--- config.mk ---
export PLATFORM = sky130hd
export DESIGN_NAME = affine_cipher_stream_top_flat
export DESIGN_NICKNAME = d
export VERILOG_FILES = /design/src/design/acs_pkg.sv /design/src/design/acs_stream_if.sv /design/src/design/acs_datapath.sv /design/src/design/acs_ctrl.sv /design/src/design/affine_cipher_stream_top.sv /design/src/flat_wrapper.sv
export SDC_FILE = /design/constraint.sdc
export NUM_CORES = 1
export LEC_CHECK = 0
export BUFFER_PORTS_ARGS = -buffer_cell sky130_fd_sc_hd__buf_2
export CORE_MARGIN = 4
export CORE_UTILIZATION = 68
export CTS_BUF_LIST = sky130_fd_sc_hd__clkbuf_16
export DETAILED_ROUTE_END_ITERATION = 7
export PLACE_DENSITY = 0.84
export SYNTH_ARGS = -nofsm -noshare
export SYNTH_HDL_FRONTEND = slang
export SYNTH_SLANG_ARGS = --single-unit
--- constraint.sdc ---
create_clock -name clk -period 7.2 [get_ports clk]
set_input_delay 0.36 -clock clk [delete_from_list [all_inputs] [get_ports clk]]
set_output_delay 0.36 -clock clk [all_outputs]
set_load 0.02 [all_outputs]
--- src/design/acs_pkg.sv ---
// acs_pkg: shared types and constants for the affine cipher stream block.
// No dependencies; imported by the controller, the datapath and the top level.
package acs_pkg;

  localparam int unsigned MOD_W     = 5;   // residue / alphabet width
  localparam int unsigned IDX_W     = 2;   // config register index width
  localparam int unsigned CFG_W     = 8;   // widest config register
  localparam int unsigned ALPHA_LEN = 26;

  // config register indexes
  localparam logic [IDX_W-1:0] REG_MODE    = 2'd0;
  localparam logic [IDX_W-1:0] REG_MULTKEY = 2'd1;
  localparam logic [IDX_W-1:0] REG_ADDKEY  = 2'd2;
  localparam logic [IDX_W-1:0] REG_MODULUS = 2'd3;

  localparam logic       MODE_ENC = 1'b0;
  localparam logic       MODE_DEC = 1'b1;

  localparam logic [MOD_W-1:0] MOD_MAX = 5'd26;
  localparam logic [MOD_W-1:0] MOD_MIN = 5'd2;

  // byte codes
  localparam logic [7:0] PREFIX_BYTE = 8'hC3;
  localparam logic [7:0] ASCII_UA    = 8'h41;  // 'A'
  localparam logic [7:0] ASCII_UZ    = 8'h5A;  // 'Z'
  localparam logic [7:0] ASCII_LA    = 8'h61;  // 'a'
  localparam logic [7:0] ASCII_LZ    = 8'h7A;  // 'z'
  localparam logic [7:0] FOLD_MASK   = 8'hDF;
  localparam logic [7:0] ACCENT_N    = 8'h91;  // n-tilde after folding (0xB1 before)

  // sequencer step limits
  localparam logic [MOD_W-1:0] REDUCE_LAST = 5'd7;
  localparam logic [MOD_W-1:0] DMUL_LAST   = 5'd5;
  localparam logic [MOD_W-1:0] FILL_LAST   = 5'd25;

  typedef enum logic [2:0] {
    ST_KEY_INIT,
    ST_REDUCE,
    ST_SEARCH,
    ST_DMUL,
    ST_FILL,
    ST_IDLE,
    ST_EXEC
  } acs_state_t;

  typedef struct packed {
    logic             key_init;
    logic             reduce_step;
    logic             search_init;
    logic             search_step;
    logic             dmul_init;
    logic             dmul_step;
    logic             fill_step;
    logic             accept;
    logic             commit;
    logic             load_out;
    logic [MOD_W-1:0] step;
  } acs_cmd_t;

  typedef struct packed {
    logic search_done;
    logic res_valid;
    logic out_busy;
  } acs_status_t;

endpackage

--- src/design/acs_stream_if.sv ---
// acs_stream_if: valid/ready channel interfaces for the byte input and
// the cipher result output. Depends on nothing.
interface acs_byte_if;
  logic       valid;
  logic       ready;
  logic [7:0] byte_in;
  modport source (output valid, output byte_in, input ready);
  modport sink   (input valid, input byte_in, output ready);
endinterface

interface acs_result_if;
  logic       valid;
  logic       ready;
  logic [6:0] out_char;
  logic       key_error;
  modport source (output valid, output out_char, output key_error, input ready);
  modport sink   (input valid, input out_char, input key_error, output ready);
endinterface

--- src/design/acs_datapath.sv ---
// acs_datapath: config registers, key derivation arithmetic, lookup tables,
// byte decode and output register. Depends on acs_pkg.
module acs_datapath import acs_pkg::*; (
  input  logic              clk,
  input  logic              rst,
  input  logic              wr_en,
  input  logic [IDX_W-1:0]  reg_index,
  input  logic [CFG_W-1:0]  wr_data,
  input  logic [7:0]        byte_in,
  input  logic              out_ready,
  input  acs_cmd_t          cmd,
  output acs_status_t       status,
  output logic              out_valid,
  output logic [6:0]        out_char,
  output logic              key_error
);

  logic             mode;
  logic [7:0]       mult_key;
  logic [7:0]       add_key;
  logic [MOD_W-1:0] modulus;
  logic             key_valid;
  logic [MOD_W-1:0] key_inverse;
  logic [MOD_W-1:0] rem_a, rem_b;       // a mod m, b mod m
  logic [MOD_W-1:0] search_i, search_p; // candidate and a*i mod m
  logic [MOD_W-1:0] acc;                // ainv*t mod m, doubles as decrypt entry
  logic [MOD_W-1:0] fill_e, fill_t;
  logic [MOD_W-1:0] enc_tab [ALPHA_LEN];
  logic [MOD_W-1:0] dec_tab [ALPHA_LEN];
  logic [7:0]       byte_reg;
  logic             prefix_pending;

  function automatic logic [MOD_W-1:0] mod_add(input logic [MOD_W-1:0] x,
                                               input logic [MOD_W-1:0] y,
                                               input logic [MOD_W-1:0] m);
    logic [MOD_W:0] s;
    s = {1'b0, x} + {1'b0, y};
    if (s >= {1'b0, m}) s = s - {1'b0, m};
    return s[MOD_W-1:0];
  endfunction

  // shift in one bit of the dividend, one restoring step
  function automatic logic [MOD_W-1:0] mod_shift(input logic [MOD_W-1:0] r,
                                                 input logic bit_in,
                                                 input logic [MOD_W-1:0] m);
    logic [MOD_W:0] s;
    s = {r, bit_in};
    if (s >= {1'b0, m}) s = s - {1'b0, m};
    return s[MOD_W-1:0];
  endfunction

  // second byte of a 0xC3 sequence: {hit, letter index}
  function automatic logic [MOD_W:0] accent_letter(input logic [7:0] c);
    logic [7:0] u;
    u = c & FOLD_MASK;
    if (u >= 8'h80 && u <= 8'h84)      return {1'b1, 5'd0};   // A
    else if (u >= 8'h88 && u <= 8'h8B) return {1'b1, 5'd4};   // E
    else if (u >= 8'h8C && u <= 8'h8F) return {1'b1, 5'd8};   // I
    else if (u >= 8'h92 && u <= 8'h96) return {1'b1, 5'd14};  // O
    else if (u >= 8'h99 && u <= 8'h9C) return {1'b1, 5'd20};  // U
    else if (u == ACCENT_N)            return {1'b1, 5'd13};  // N
    else                               return {1'b0, 5'd0};
  endfunction

  logic [MOD_W-1:0] rbit_pos, dbit_pos, t0, dbl;
  logic [4:0]       mod_wr;

  assign rbit_pos = REDUCE_LAST - cmd.step;
  assign dbit_pos = DMUL_LAST - cmd.step;
  assign t0       = (rem_b == '0) ? '0 : modulus - rem_b;   // (0 - b) mod m
  assign dbl      = mod_add(acc, acc, modulus);
  assign mod_wr   = wr_data[4:0];

  // config registers
  always_ff @(posedge clk) begin
    if (rst) begin
      mode     <= MODE_ENC;
      mult_key <= 8'd1;
      add_key  <= 8'd0;
      modulus  <= MOD_MAX;
    end else if (wr_en) begin
      case (reg_index)
        REG_MODE:    mode     <= wr_data[0];
        REG_MULTKEY: mult_key <= wr_data;
        REG_ADDKEY:  add_key  <= wr_data;
        REG_MODULUS: begin
          if (mod_wr > MOD_MAX)      modulus <= MOD_MAX;
          else if (mod_wr < MOD_MIN) modulus <= MOD_MIN;
          else                       modulus <= mod_wr;
        end
        default: ;
      endcase
    end
  end

  // key derivation: reduce, inverse search, decrypt start value, then table fill
  always_ff @(posedge clk) begin
    if (rst) begin
      key_valid   <= 1'b1;
      key_inverse <= 5'd1;
    end else if (cmd.search_step && search_p != 5'd1 && search_i == modulus - 5'd1) begin
      key_valid   <= 1'b0;
      key_inverse <= '0;
    end else if (cmd.search_step && search_p == 5'd1) begin
      key_valid   <= 1'b1;
      key_inverse <= search_i;
    end
  end

  always_ff @(posedge clk) begin
    if (cmd.key_init) begin
      rem_a <= '0;
      rem_b <= '0;
    end else if (cmd.reduce_step) begin
      rem_a <= mod_shift(rem_a, mult_key[rbit_pos[2:0]], modulus);
      rem_b <= mod_shift(rem_b, add_key[rbit_pos[2:0]], modulus);
    end

    if (cmd.search_init) begin
      search_i <= 5'd1;
      search_p <= rem_a;
    end else if (cmd.search_step) begin
      search_i <= search_i + 5'd1;
      search_p <= mod_add(search_p, rem_a, modulus);
    end

    if (cmd.dmul_init) begin
      acc    <= '0;
      fill_e <= rem_b;
      fill_t <= t0;
    end else if (cmd.dmul_step) begin
      acc <= t0[dbit_pos[2:0]] ? mod_add(dbl, key_inverse, modulus) : dbl;
    end else if (cmd.fill_step) begin
      enc_tab[cmd.step] <= fill_e;
      dec_tab[cmd.step] <= acc;
      fill_e <= mod_add(fill_e, rem_a, modulus);
      if (fill_t + 5'd1 == modulus) begin
        fill_t <= '0;
        acc    <= '0;
      end else begin
        fill_t <= fill_t + 5'd1;
        acc    <= mod_add(acc, key_inverse, modulus);
      end
    end

    if (cmd.accept) byte_reg <= byte_in;
  end

  // byte decode and lookup
  logic             res_valid, res_err, prefix_next;
  logic [MOD_W-1:0] res_idx;
  logic [MOD_W:0]   acc_hit;
  logic [7:0]       c_low, c_up;

  assign acc_hit = accent_letter(byte_reg);
  assign c_low   = byte_reg - ASCII_LA;
  assign c_up    = byte_reg - ASCII_UA;

  always_comb begin
    res_valid   = 1'b0;
    res_err     = 1'b0;
    res_idx     = '0;
    prefix_next = 1'b0;
    if (!key_valid) begin
      res_valid = 1'b1;
      res_err   = 1'b1;
    end else if (mode == MODE_ENC) begin
      if (prefix_pending) begin
        res_valid = acc_hit[MOD_W];
        res_idx   = enc_tab[acc_hit[MOD_W-1:0]];
      end else if (byte_reg == PREFIX_BYTE) begin
        prefix_next = 1'b1;
      end else if (byte_reg >= ASCII_LA && byte_reg <= ASCII_LZ) begin
        res_valid = 1'b1;
        res_idx   = enc_tab[c_low[MOD_W-1:0]];
      end else if (byte_reg >= ASCII_UA && byte_reg <= ASCII_UZ) begin
        res_valid = 1'b1;
        res_idx   = enc_tab[c_up[MOD_W-1:0]];
      end
    end else begin
      if (byte_reg >= ASCII_UA && byte_reg <= ASCII_UZ) begin
        res_valid = 1'b1;
        res_idx   = dec_tab[c_up[MOD_W-1:0]];
      end
    end
  end

  always_ff @(posedge clk) begin
    if (rst) begin
      prefix_pending <= 1'b0;
      out_valid      <= 1'b0;
    end else begin
      if (cmd.commit) prefix_pending <= prefix_next;
      if (cmd.load_out)   out_valid <= 1'b1;
      else if (out_ready) out_valid <= 1'b0;
    end
  end

  always_ff @(posedge clk) begin
    if (cmd.load_out) begin
      key_error <= res_err;
      out_char  <= res_err ? 7'd0 : ASCII_UA[6:0] + {2'b00, res_idx};
    end
  end

  assign status.search_done = (search_p == 5'd1) || (search_i == modulus - 5'd1);
  assign status.res_valid   = res_valid;
  assign status.out_busy    = out_valid && !out_ready;

endmodule

--- src/design/acs_ctrl.sv ---
// acs_ctrl: sequencer for key derivation and per-byte handling.
// Depends on acs_pkg; drives acs_datapath through acs_cmd_t.
module acs_ctrl import acs_pkg::*; (
  input  logic        clk,
  input  logic        rst,
  input  logic        cfg_write,
  input  logic        in_valid,
  output logic        in_ready,
  input  acs_status_t status,
  output acs_cmd_t    cmd
);

  acs_state_t       state, state_next;
  logic [MOD_W-1:0] cnt, cnt_next;

  always_ff @(posedge clk) begin
    if (rst) begin
      state <= ST_KEY_INIT;
      cnt   <= '0;
    end else begin
      state <= state_next;
      cnt   <= cnt_next;
    end
  end

  always_comb begin
    state_next = state;
    cnt_next   = cnt;
    case (state)
      ST_KEY_INIT: begin
        state_next = ST_REDUCE;
        cnt_next   = '0;
      end
      ST_REDUCE: begin
        if (cnt == REDUCE_LAST) begin
          state_next = ST_SEARCH;
          cnt_next   = '0;
        end else begin
          cnt_next = cnt + 5'd1;
        end
      end
      ST_SEARCH: begin
        if (cnt == '0) begin
          cnt_next = 5'd1;
        end else if (status.search_done) begin
          state_next = ST_DMUL;
          cnt_next   = '0;
        end
      end
      ST_DMUL: begin
        if (cnt == DMUL_LAST) begin
          state_next = ST_FILL;
          cnt_next   = '0;
        end else begin
          cnt_next = cnt + 5'd1;
        end
      end
      ST_FILL: begin
        if (cnt == FILL_LAST) state_next = ST_IDLE;
        else                  cnt_next   = cnt + 5'd1;
      end
      ST_IDLE: begin
        if (in_valid) state_next = ST_EXEC;
      end
      ST_EXEC: begin
        if (!status.res_valid || !status.out_busy) state_next = ST_IDLE;
      end
      default: state_next = ST_KEY_INIT;
    endcase
    // any config write restarts key setup
    if (cfg_write) begin
      state_next = ST_KEY_INIT;
      cnt_next   = '0;
    end
  end

  always_comb begin
    cmd      = '0;
    cmd.step = cnt;
    in_ready = 1'b0;
    case (state)
      ST_KEY_INIT: cmd.key_init    = 1'b1;
      ST_REDUCE:   cmd.reduce_step = 1'b1;
      ST_SEARCH: begin
        if (cnt == '0) cmd.search_init = 1'b1;
        else           cmd.search_step = 1'b1;
      end
      ST_DMUL: begin
        if (cnt == '0) cmd.dmul_init = 1'b1;
        else           cmd.dmul_step = 1'b1;
      end
      ST_FILL: cmd.fill_step = 1'b1;
      ST_IDLE: begin
        in_ready   = 1'b1;
        cmd.accept = in_valid;
      end
      ST_EXEC: begin
        if (!status.res_valid) begin
          cmd.commit = 1'b1;
        end else if (!status.out_busy) begin
          cmd.commit   = 1'b1;
          cmd.load_out = 1'b1;
        end
      end
      default: ;
    endcase
  end

endmodule

--- src/design/affine_cipher_stream_top.sv ---
// affine_cipher_stream_top: top level of the affine cipher byte stream block.
// Depends on acs_pkg, acs_stream_if, acs_ctrl and acs_datapath.
//
// Usage:
//   byte_ch   (sink)   one raw text byte per transaction.
//   result_ch (source) zero or one cipher letter per byte: out_char is the
//                      ASCII letter, key_error flags a key not coprime with m.
//   wr_en/reg_index/wr_data write mode, mult_key, add_key, modulus; write
//   only while no byte is in flight.
// Timing:
//   A byte is accepted in the idle state and decoded the next cycle; its
//   result goes into the output register from the execute state once that
//   register is free. No new byte is taken before the last one has left
//   the execute state with its single table lookup.
// Key setup:
//   After reset and after every config write, ready stays low while the
//   sequencer derives the key: an init step, a mod m and b mod m one bit
//   at a time, the inverse search, the decrypt start value and the fill
//   of the encrypt and decrypt tables.
// Stall:
//   While a result waits in the output register the next byte is still
//   accepted; it then holds in the execute state until the register frees.
//   Bytes that give no result never wait.
module affine_cipher_stream_top import acs_pkg::*; (
  input  logic             clk,
  input  logic             rst,
  acs_byte_if.sink         byte_ch,
  acs_result_if.source     result_ch,
  input  logic             wr_en,
  input  logic [IDX_W-1:0] reg_index,
  input  logic [CFG_W-1:0] wr_data
);

  acs_cmd_t    cmd;
  acs_status_t status;

  // sequencer: owns ready and all step timing
  acs_ctrl u_ctrl (
    .clk       (clk),
    .rst       (rst),
    .cfg_write (wr_en),
    .in_valid  (byte_ch.valid),
    .in_ready  (byte_ch.ready),
    .status    (status),
    .cmd       (cmd)
  );

  // config, key arithmetic, tables and the output register
  acs_datapath u_dp (
    .clk       (clk),
    .rst       (rst),
    .wr_en     (wr_en),
    .reg_index (reg_index),
    .wr_data   (wr_data),
    .byte_in   (byte_ch.byte_in),
    .out_ready (result_ch.ready),
    .cmd       (cmd),
    .status    (status),
    .out_valid (result_ch.valid),
    .out_char  (result_ch.out_char),
    .key_error (result_ch.key_error)
  );

endmodule

--- src/flat_wrapper.sv ---
// flat-port wrapper written by rule: the top's interface ports become plain ports
module affine_cipher_stream_top_flat import acs_pkg::*;
  (clk, rst, wr_en, reg_index, wr_data, byte_ch_valid, byte_ch_byte_in, byte_ch_ready, result_ch_valid, result_ch_out_char, result_ch_key_error, result_ch_ready);
  acs_byte_if byte_ch_i ();
  acs_result_if result_ch_i ();
  input  logic clk;
  input  logic rst;
  input  logic wr_en;
  input  logic [IDX_W-1:0] reg_index;
  input  logic [CFG_W-1:0] wr_data;
  input wire logic [$bits(byte_ch_i.valid)-1:0] byte_ch_valid;
  input wire logic [$bits(byte_ch_i.byte_in)-1:0] byte_ch_byte_in;
  output wire logic [$bits(byte_ch_i.ready)-1:0] byte_ch_ready;
  output wire logic [$bits(result_ch_i.valid)-1:0] result_ch_valid;
  output wire logic [$bits(result_ch_i.out_char)-1:0] result_ch_out_char;
  output wire logic [$bits(result_ch_i.key_error)-1:0] result_ch_key_error;
  input wire logic [$bits(result_ch_i.ready)-1:0] result_ch_ready;
  assign byte_ch_i.valid = byte_ch_valid;
  assign byte_ch_i.byte_in = byte_ch_byte_in;
  assign byte_ch_ready = byte_ch_i.ready;
  assign result_ch_valid = result_ch_i.valid;
  assign result_ch_out_char = result_ch_i.out_char;
  assign result_ch_key_error = result_ch_i.key_error;
  assign result_ch_i.ready = result_ch_ready;
  affine_cipher_stream_top u_core (.clk(clk), .rst(rst), .byte_ch(byte_ch_i), .result_ch(result_ch_i), .wr_en(wr_en), .reg_index(reg_index), .wr_data(wr_data));
endmodule
# Yosys cells after proc, flatten, opt, wreduce, memory -nomap -nowiden
# Memories as Yosys holds them, arrays and structs flattened.
# Cells that the tools add are included.
word_totals:
  regBits: 89
  latchBits: 0
  mem_bits_rw: 260
  rom_bits: 0
  input_bits: 23
  out_inout_bits: 10
  word_cells: 223
  mem_count: 2
op_classes:
  n_addsub: 22
  multipliers: 0
  n_div: 0
  order_cmp: 25
  eq_ne: 28
  shift: 0
  muxes: 90
  bitwise: 0
  n_reduce_logical: 35
mem_list:
  columns: ["name", "words", "width", "rd", "rd_ports_with_merged_regs", "write_ports", "line_no", "rtl"]
  rows:
  - ["u_core.u_dp.dec_tab", 26, 5, 1, 0, 1, "acs_datapath.sv:29", "logic [MOD_W-1:0] dec_tab [ALPHA_LEN];"]
  - ["u_core.u_dp.enc_tab", 26, 5, 3, 0, 1, "acs_datapath.sv:28", "logic [MOD_W-1:0] enc_tab [ALPHA_LEN];"]
ops:
  columns: ["cell", "count"]
  rows:
  - ["$mux 5", 35]
  - ["$ge 6x5->1", 7]
  - ["$ge 8x8->1 const B", 5]
  - ["$le 8x8->1 const B", 5]
  - ["$sub 5x5->5", 8]
  - ["$mux 6", 6]
  - ["$mux 1", 33]
  - ["$add 5x5->6", 5]
  - ["$pmux 5 s5", 1]
  - ["$mux 3", 7]
  - ["$pmux 3 s7", 1]
  - ["$ge 8x7->1 const B", 2]
  - ["$le 8x7->1 const B", 2]
  - ["$add 5x1->5 const B", 3]
  - ["$sub 5x1->5 const B", 3]
  - ["$ne 2x2->1 const B", 7]
  - ["$logic_and 1x1->1", 11]
  - ["$eq 5x3->1 const B", 2]
  - ["$eq 5x5->1", 2]
  - ["$logic_not 5->1", 2]
  - ["$reduce_and 2->1", 5]
  - ["$reduce_bool 2->1", 5]
  - ["$bmux 1 s3", 3]
  - ["$eq 3x3->1 const B", 3]
  - ["25 further kinds", 37]

# Logic depth before layout (Yosys ltp)
# Gate-level depths: netlist of the first run.
depth:
  word_depth: 14
  ltp_mapped: 19
  mapped_depth_nobuf: 19

# Modules after synthesis
# From an unflattened synthesis of the first run, not the netlist that was laid out.
unflattened:
  hier_cells: 1376
  hier_area_um2: 18009.8
by_module_without_submodules:
  columns: ["module", "instances", "cells_each", "area_per_inst_um2"]
  rows:
  - ["acs_datapath", 1, 1282, 17281.6]
  - ["acs_ctrl", 1, 94, 728.2]

# Worst setup path before layout of the first run
# No wires, ideal clock.
synth_path:
  path_type: "reg2reg"
  from: "reg u_core.u_dp.modulus[1]"
  to: "reg u_core.u_dp.acc[2]"
  arrival_time_ns: 4.427
  path_slack_ns: 2.643
  path_stages_with_launch: 17
  path_buffers: 0
  cell_sequence: "dfxtp_1 > inv_1 > fa_1 > a21o_1 > a21o_1 > o21ai_0 > nand2_1 > mux2_2 > fa_1 > fa_1 > a21o_1 > a21oi_1 > nand2_1 > a21o_1 > mux2_2 > mux2i_1 > o22ai_1"
synth_via:
  elab_chain_len: 7
synth_rtl:
  columns: ["element", "line_no", "rtl"]
  rows:
  - ["from (decl)", "acs_datapath.sv:21", "logic [MOD_W-1:0] modulus;"]
  - ["from (signal assigned)", "acs_datapath.sv:89", "else modulus <= mod_wr;"]
  - ["$sub 5x5->5 or $ge 6x5->1 (tied branches)", "acs_datapath.sv:38", "if (s >= {1'b0, m}) s = s - {1'b0, m};"]
  - ["$mux 5", "acs_datapath.sv:38", null]
  - ["$add 5x5->6", "acs_datapath.sv:37", "s = {1'b0, x} + {1'b0, y};"]
  - ["$sub 5x5->5 or $ge 6x5->1 (tied branches)", "acs_datapath.sv:38", null]
  - ["$mux 5", "acs_datapath.sv:38", null]
  - ["$mux 5", "acs_datapath.sv:132", "acc <= t0[dbit_pos[2:0]] ? mod_add(dbl, key_inverse, modulus) : dbl;"]
  - ["$mux 5 (*)", "acs_datapath.sv:131", "end else if (cmd.dmul_step) begin"]
  - ["to (signal assigned)", "acs_datapath.sv:132", null]
  - ["to (signal assigned)", "acs_datapath.sv:142", "acc <= mod_add(acc, key_inverse, modulus);"]
  - ["to (decl)", "acs_datapath.sv:26", "logic [MOD_W-1:0] acc;"]
# Mark *: on every way between the ends. The rest lies on a longest branch, timed or not. The select of a mux whose other input is x is not followed.
# A chain may end at the register's enable or synchronous reset.

# Final worst setup path of the first run
layout_path:
  from: "reg u_core.u_dp.modulus[1]"
  to: "reg u_core.u_dp.acc[3]"
# The elaborated chain is that of the path after synthesis.

==> flow_summary.toml, run 1 <==
[critical_path]
crit_fanout = 12
cp_data_required_time_ns = 7.58
worstSetupStartpointType = "register"
endpoint_kind = "register"
critPathArrivalTime_ns = 5.59
critical_path_buf_inv_count = 1
crit_type = "register to register"
crit_top_cell = "a21o_1"
crit_chain = "inv_1 > fa_1 > a21o_1 > a21o_1 > o21ai_0 > nand2_1 > mux2_2 > fa_1 > xor2_1 > ha_1 > a21o_1 > a21oi_1 > nand2_1 > a21o_1 > mux2_2 > mux2i_1 > o22ai_1"
slowest_stage = "dfxtp_1"
critPathMaxStageDelay_ns = 0.68
crit_family = "compound AO/OA/AOI/OAI gates"

[yosys]
synth_top_family_by_area = "multiplexers"
yosys-top-cells-area = "edfxtp_1 50%, mux4_2 7.7%, dfxtp_1 6.6%, ha_1 5.2%, mux2i_1 3.5%"
synth_top_area_frac = 0.4951
synth_seq_area_share = 0.5609
synthCells = 1328
syn_avg_cell_area_um2 = 13.29
synth_warnings = 0
synth_fp_nets = 1437
synth-adder-area-share = 0.06607
synthMuxAreaShare = 0.1313
ys_types = 79
synth_most_common_cell = "edfxtp_1"
ys_async_sr_fraction = 0
synth_edf_count = 291
synth_compound_area_frac = 0.08769
ys_seq_elements = 349
synthFlopType = "edfxtp_1"
synth_area_um2 = 17650
ys_top_cells_by_count = "291 x edfxtp_1, 117 x nor2_1, 92 x nand2_1, 74 x ha_1, 64 x a21oi_1"
synth_simple_gate_area_frac = 0.1031
yosysTopAreaCell = "edfxtp_1"
synthXorXnorAreaFrac = 0.02673

[floorplan]
die_w_um = 169.1
initial_core_util = 0.6969
io_pins = 33
die_h_um = 169.1
dieArea_um2 = 28600
num_rows = 58
core_region_area_um2 = 25330

[sta]
min_period_ns = 5.210
slew-limit-headroom = 0.1061
finalSetupViolCount = 0
hold_violations = 0
rsz0062_at_grt = "no"
tightestPinTransition_ns = 1.331
fmax_mhz = 192.0
slew_viol_final = 0
clock_skew_ns = 0.01507
finalCritPeriodShare = 0.7236
tns_ns = 0

[global_route]
antenna_found_initial = 0
grt_max_degree = 51
grt_pass1_wl_um = 67850
grt-ovfl-total = 0
grt.total_usage = 0.3088
grt_pass1_vias = 11850

[routing]
wl_per_cell_um = 25.40
ant_nets = 0
firstDrtPassIters = 6
routed_via_density = 6.891
drt-initial-drc-count = 1516
vias = 11810
drc_errors = 0
wl_um = 43530

[pwr]
p_per_area_nw_per_um2 = 229.5
power_uw = 4408
peakVddDrop_v = 0.0001764
p_leak_uw = 0.007019

[layout]
num-nets-final = 1466
drive_gt1_frac = 0.1380
area_growth_pct = 8.805
fin_cells = 1714
largest_registers = "u_core.u_dp.dec_tab (130), u_core.u_dp.enc_tab (130)"
fin_util = 0.7582
n_antenna_cell = 0
fin_area_um2 = 19200

[cts]
clock-sinks = 349
ctsResizeCount = 0
cts_tree = "done"
hold_buffers = 0
cts_buffer_depth = 3
clock-root-buffer = "clkbuf_16"
clkLatencyLatePin_ns = 0.52
clk_pin_slew_worst_paths_ns = 0.07
ctsHtreeMaxLevel = 2
cts_setup_buffers = 0
cts_buffers = 36

[job]
cap_violations = 0

[outcome]
status = "complete, no violations"

[placed_design]
hpwlAfterDp_um = 28880
place_congestion = 0.9176
place_inst = 1649
dpl_cell_area_um2 = 18080
port_buffers = 32

[hold_path]
hold_path_class = "primary input to register"
cells by family (layout without fill, tap and decap cells):
kind of cell    count (synthesis)  count (layout)
simple gates                  371             371
flops                         349             349
compound gates                226             226
mux                           146             146
buf+inv                        97             153
fa+ha+maj                      86              86
xor+xnor                       53              53
worst paths after layout:
path,cells past startpoint,slack [ns],start,to
min reg2reg,1,0.47,u_core.u_dp.mult_key[0],u_core.u_dp.mult_key[0]
min,1,0.02,byte_ch_byte_in[4],u_core.u_dp.byte_reg[4]
max,17,1.99,u_core.u_dp.modulus[1],u_core.u_dp.acc[3]
max reg2reg,17,1.99,u_core.u_dp.modulus[1],u_core.u_dp.acc[3]
metal layers:
layer | routed length (µm) | part of all wire | vias to the layer above | track usage
met4 | 1653 | 0.038 | 0 | 0.1089
met3 | 3771 | 0.087 | 123 | 0.04367
met5 | 0 | 0 | - | 0
met1 | 16040 | 0.37 | 5826 | 0.4054
li1 | - | - | 5166 | -
met2 | 22070 | 0.51 | 696 | 0.5347
stage by stage:
step / hold slack [ns] / setup slack, ns
after CTS: 0.008444 / 1.963
final: 0.01531 / 1.990
after global placement: 0.4413 / 2.095
after global routing: 0.01374 / 1.479
after detailed placement: 0.4549 / 1.966
after floorplan: 0.4300 / 2.643
placed cells by master (no fill, tap or decap), types with 9 or more instances in the layout:
cell | synthesis | layout
a21o_1 | 26 | 26
a21oi_1 | 64 | 64
and2_1 | 17 | 17
buf_2 | 14 | 32
buf_4 | 2 | 16
clkbuf_16 | 0 | 38
dfxtp_1 | 58 | 58
edfxtp_1 | 291 | 291
fa_1 | 12 | 12
ha_1 | 74 | 73
inv_1 | 38 | 50
mux2_2 | 19 | 19
mux2i_1 | 62 | 62
mux4_2 | 60 | 60
nand2_1 | 92 | 92
nand2b_1 | 13 | 13
nand3_1 | 25 | 25
nor2_1 | 117 | 117
nor2b_1 | 20 | 20
nor3_1 | 20 | 20
o21ai_0 | 27 | 27
o22ai_1 | 9 | 9
xnor2_1 | 30 | 30
xor2_1 | 22 | 21
worst reg2reg max path, cell delays in order, from the launching register on:
cell and delay [ns]:
dfxtp_1 0.68, inv_1 0.48, fa_1 0.56, a21o_1 0.20
a21o_1 0.19, o21ai_0 0.21, nand2_1 0.14, mux2_2 0.33
fa_1 0.43, xor2_1 0.25, ha_1 0.32, a21o_1 0.19
a21oi_1 0.21, nand2_1 0.08, a21o_1 0.26, mux2_2 0.29
mux2i_1 0.15, o22ai_1 0.10
power breakdown:
group / internal (µW) / leakage, µW / switching, µW
registers: 2220 / 0.00301 / 58.9
clock network: 1030 / 0.000591 / 752
logic: 162 / 0.00342 / 191
cell type report:
| cell class | count | area [µm²] |
|---|---|---|
| Clock inverter | 27 | 175.2 |
| Fill cell | 1543 | 6123 |
| Inverter | 40 | 150.1 |
| Multi-Input combinational cell | 882 | 7335 |
| Sequential cell | 349 | 9899 |
| Tap cell | 330 | 412.9 |
| Clock buffer | 38 | 950.9 |
| Timing Repair Buffer | 48 | 280.3 |
Power figures use the tool's default switching activity.
==> inputs of run 2 (changes only) <==
- CORE_UTILIZATION: 68 -> 63
- PLACE_DENSITY: 0.84 -> 0.79
- clock period: 7.2 -> 5.1 ns (I/O delays scaled with it)
==> run 2 against run 1 <==
  * Global-route usage decreased by 1.5 points
  * Critical path type unchanged
  * Sequential power increased by 39%
  * Non-clock buffer count grew 26
  * Worst hold slack gained 0.041 ns
  * Largest cell class unchanged
  * Sequential share of layout area shrank 1.0 points
  * Clock skew increased by 0.013 ns
  * Clock-buffer cell count did not move
  * Clock power grew 53%
  * Register-to-register slack worse by 1.4 ns
  * Cell count is 4.6% higher
  * Combinational power increased by 66%
  * Power increased by 47%
==> flow_summary.toml, run 2 (synthesis results as in run 1) <==
[outcome]
status = "complete, no violations"

[floorplan]
core_region_area_um2 = 27710
initial_core_util = 0.6370
dieArea_um2 = 30760
num_rows = 61
io_pins = 33
die_h_um = 175.4
die_w_um = 175.4

[pwr]
peakVddDrop_v = 0.0002385
p_leak_uw = 0.007163
switchingPower_uw = 1516
sequentialPowerShare = 0.488
clock_power_share = 0.421
p_comb_frac = 0.091
switching_share = 0.2344
p_per_area_nw_per_um2 = 330.1
p_int_uw = 4950

[layout]
nFillCells = 1814
largest_registers = "u_core.u_dp.dec_tab (130), u_core.u_dp.enc_tab (130)"
multi_input_area_um2 = 7335
seq_area_um2 = 9899
area_growth_pct = 11.00
n_antenna_cell = 0
fin_cells = 1792
final_cell_mix = "291 x edfxtp_1, 117 x nor2_1, 92 x nand2_1, 73 x ha_1, 64 x a21oi_1"
num-nets-final = 1494
final_common_cell = "edfxtp_1"
drive_gt1_frac = 0.1535

[sta]
fmax_mhz = 221.2
slew_viol_final = 0
hold_violations = 0
min_period_ns = 4.520
tns_ns = 0
tightestPinTransition_ns = 1.253
clock_skew_ns = 0.02810
slew-limit-headroom = 0.1614
finalCritPeriodShare = 0.8863
rsz0062_at_grt = "no"
holdWs_ns = 0.05615
finalSetupViolCount = 0

[hold_path]
worstHoldStart = "wr_data[2]"
hold_path_class = "primary input to register"
hold_path_end = "u_core.u_dp.add_key[2]"
whs_path_depth = 3

[cts]
clock-sinks = 349
ctsHtreeMaxLevel = 2
clk_pin_slew_worst_paths_ns = 0.06
clkLatencyLatePin_ns = 0.54
cts_buffer_depth = 3
cts_buffers = 38
clock-root-buffer = "clkbuf_16"
cts_tree = "done"
ctsResizeCount = 0

[critical_path]
r2r_setup_slack_ns = 0.58
crit_type = "register to register"
slowest_stage = "fa_1"
crit_fanout = 7
critPathMaxStageDelay_ns = 0.54
reg2regPathDepth = 16
cp_data_required_time_ns = 5.48
r2r-end = "u_core.u_dp.acc[3]"
critPathArrivalTime_ns = 4.90
r2r_start = "u_core.u_dp.modulus[1]"
crit_chain = "inv_1 > fa_1 > a21o_1 > a21o_1 > o21ai_0 > nand2_1 > mux2_2 > fa_1 > fa_1 > a21o_1 > a21oi_1 > nand2_1 > a21o_1 > mux2_2 > mux2i_1 > o22ai_1"
endpoint_kind = "register"
crit_family = "adder cells"
critical_path_buf_inv_count = 1
crit_top_cell = "a21o_1"
worstSetupStartpointType = "register"

[placed_design]
port_buffers = 32
place_inst = 1712
place_congestion = 0.9829
hpwlAfterDp_um = 29390

[global_route]
grtUsageMet1 = 0.4179
grt_max_degree = 48
grtUsageMet3 = 0.07146
use_met2 = 0.4574
grt_pass1_wl_um = 69250
grt_pass1_vias = 11630
antenna_found_initial = 1
grt.total_usage = 0.2938
busiest_layer = "met2"
grt-ovfl-total = 0

[routing]
drt-initial-drc-count = 1506
firstDrtPassIters = 6
routed_via_density = 6.604
wl_um = 44830
vias = 11840
ant_nets = 0
drc_errors = 0
wl_per_cell_um = 25.02

[job]
cap_violations = 0
==> run 2: cell count changes in the layout (fill, tap and decap cells not counted), moves of 8 or more <==
cell,change
buf_4,+15
inv_1,-9
dlygate4sd3_1,+11
clkinv_2,+8
==> run 2: what timing repair did <==
item	4_1_cts	5_1_grt
buffers inserted	0	0
hold buffers	11	0
endpoints found under the hold margin	12	0
==> run 2: layout make-up <==
class / count / area share
clock buffers: 38 / 0.04854
clock inverters: 31 / 0.01424
inverters: 40 / 0.007664
multi-input cells: 882 / 0.3744
flip-flops and latches: 349 / 0.5053
well taps: 378 / 0.02414
repair buffers: 74 / 0.02568
==> run 2: stage by stage <==
stage                     power [µW]  worst slack (ns)    util  cell area (µm²)
after global placement          3770            0.7422  0.6587            18250
final                           6466            0.5799  0.7071            19590
after floorplan                 3622            0.5426       -            17650
after CTS                       6470            0.6089  0.7071            19590
after global routing            6678            0.2109  0.7071            19590
after detailed placement        3785            0.6398  0.6587            18250
==> run 2: power by group through the flow <==
| stage | Combinational (µW) | Sequential [µW] | Clock [µW] |
|---|---|---|---|
| 2_1_floorplan | 388 | 3230 | 0 |
| 3_3_place_gp | 554 | 3220 | 0 |
| 3_5_place_dp | 567 | 3220 | 0 |
| 4_1_cts | 582 | 3160 | 2730 |
| 5_1_grt | 654 | 3160 | 2860 |
| 6_report | 586 | 3160 | 2720 |
==> run 2: per-layer routing <==
layer  routed length [µm]  up-vias  share of wire
li1                     -     5222              -
met1                17570     5775           0.39
met2                20830      718           0.46
met3                 4992      120           0.11
met4                 1442        0          0.032
met5                    0        -              0
==> run 2: how the worst max path moves through the flow <==
stage                                 from                  to  cells after the start  slack, ns
floorplan           u_core.u_dp.modulus[1]  u_core.u_dp.acc[2]                     16       0.54
global placement    u_core.u_dp.modulus[1]  u_core.u_dp.acc[2]                     17       0.74
detailed placement  u_core.u_dp.modulus[1]  u_core.u_dp.acc[3]                     16       0.64
CTS                 u_core.u_dp.modulus[1]  u_core.u_dp.acc[3]                     16       0.61
global route        u_core.u_dp.modulus[1]  u_core.u_dp.acc[3]                     17       0.21
finish              u_core.u_dp.modulus[1]  u_core.u_dp.acc[3]                     16       0.58
==> run 2: worst min-delay path, delay by kind of cell <==
kind	cells	cell delay, ns
buf+inv	1	0.13
simple gates	1	0.07
mux	1	0.08
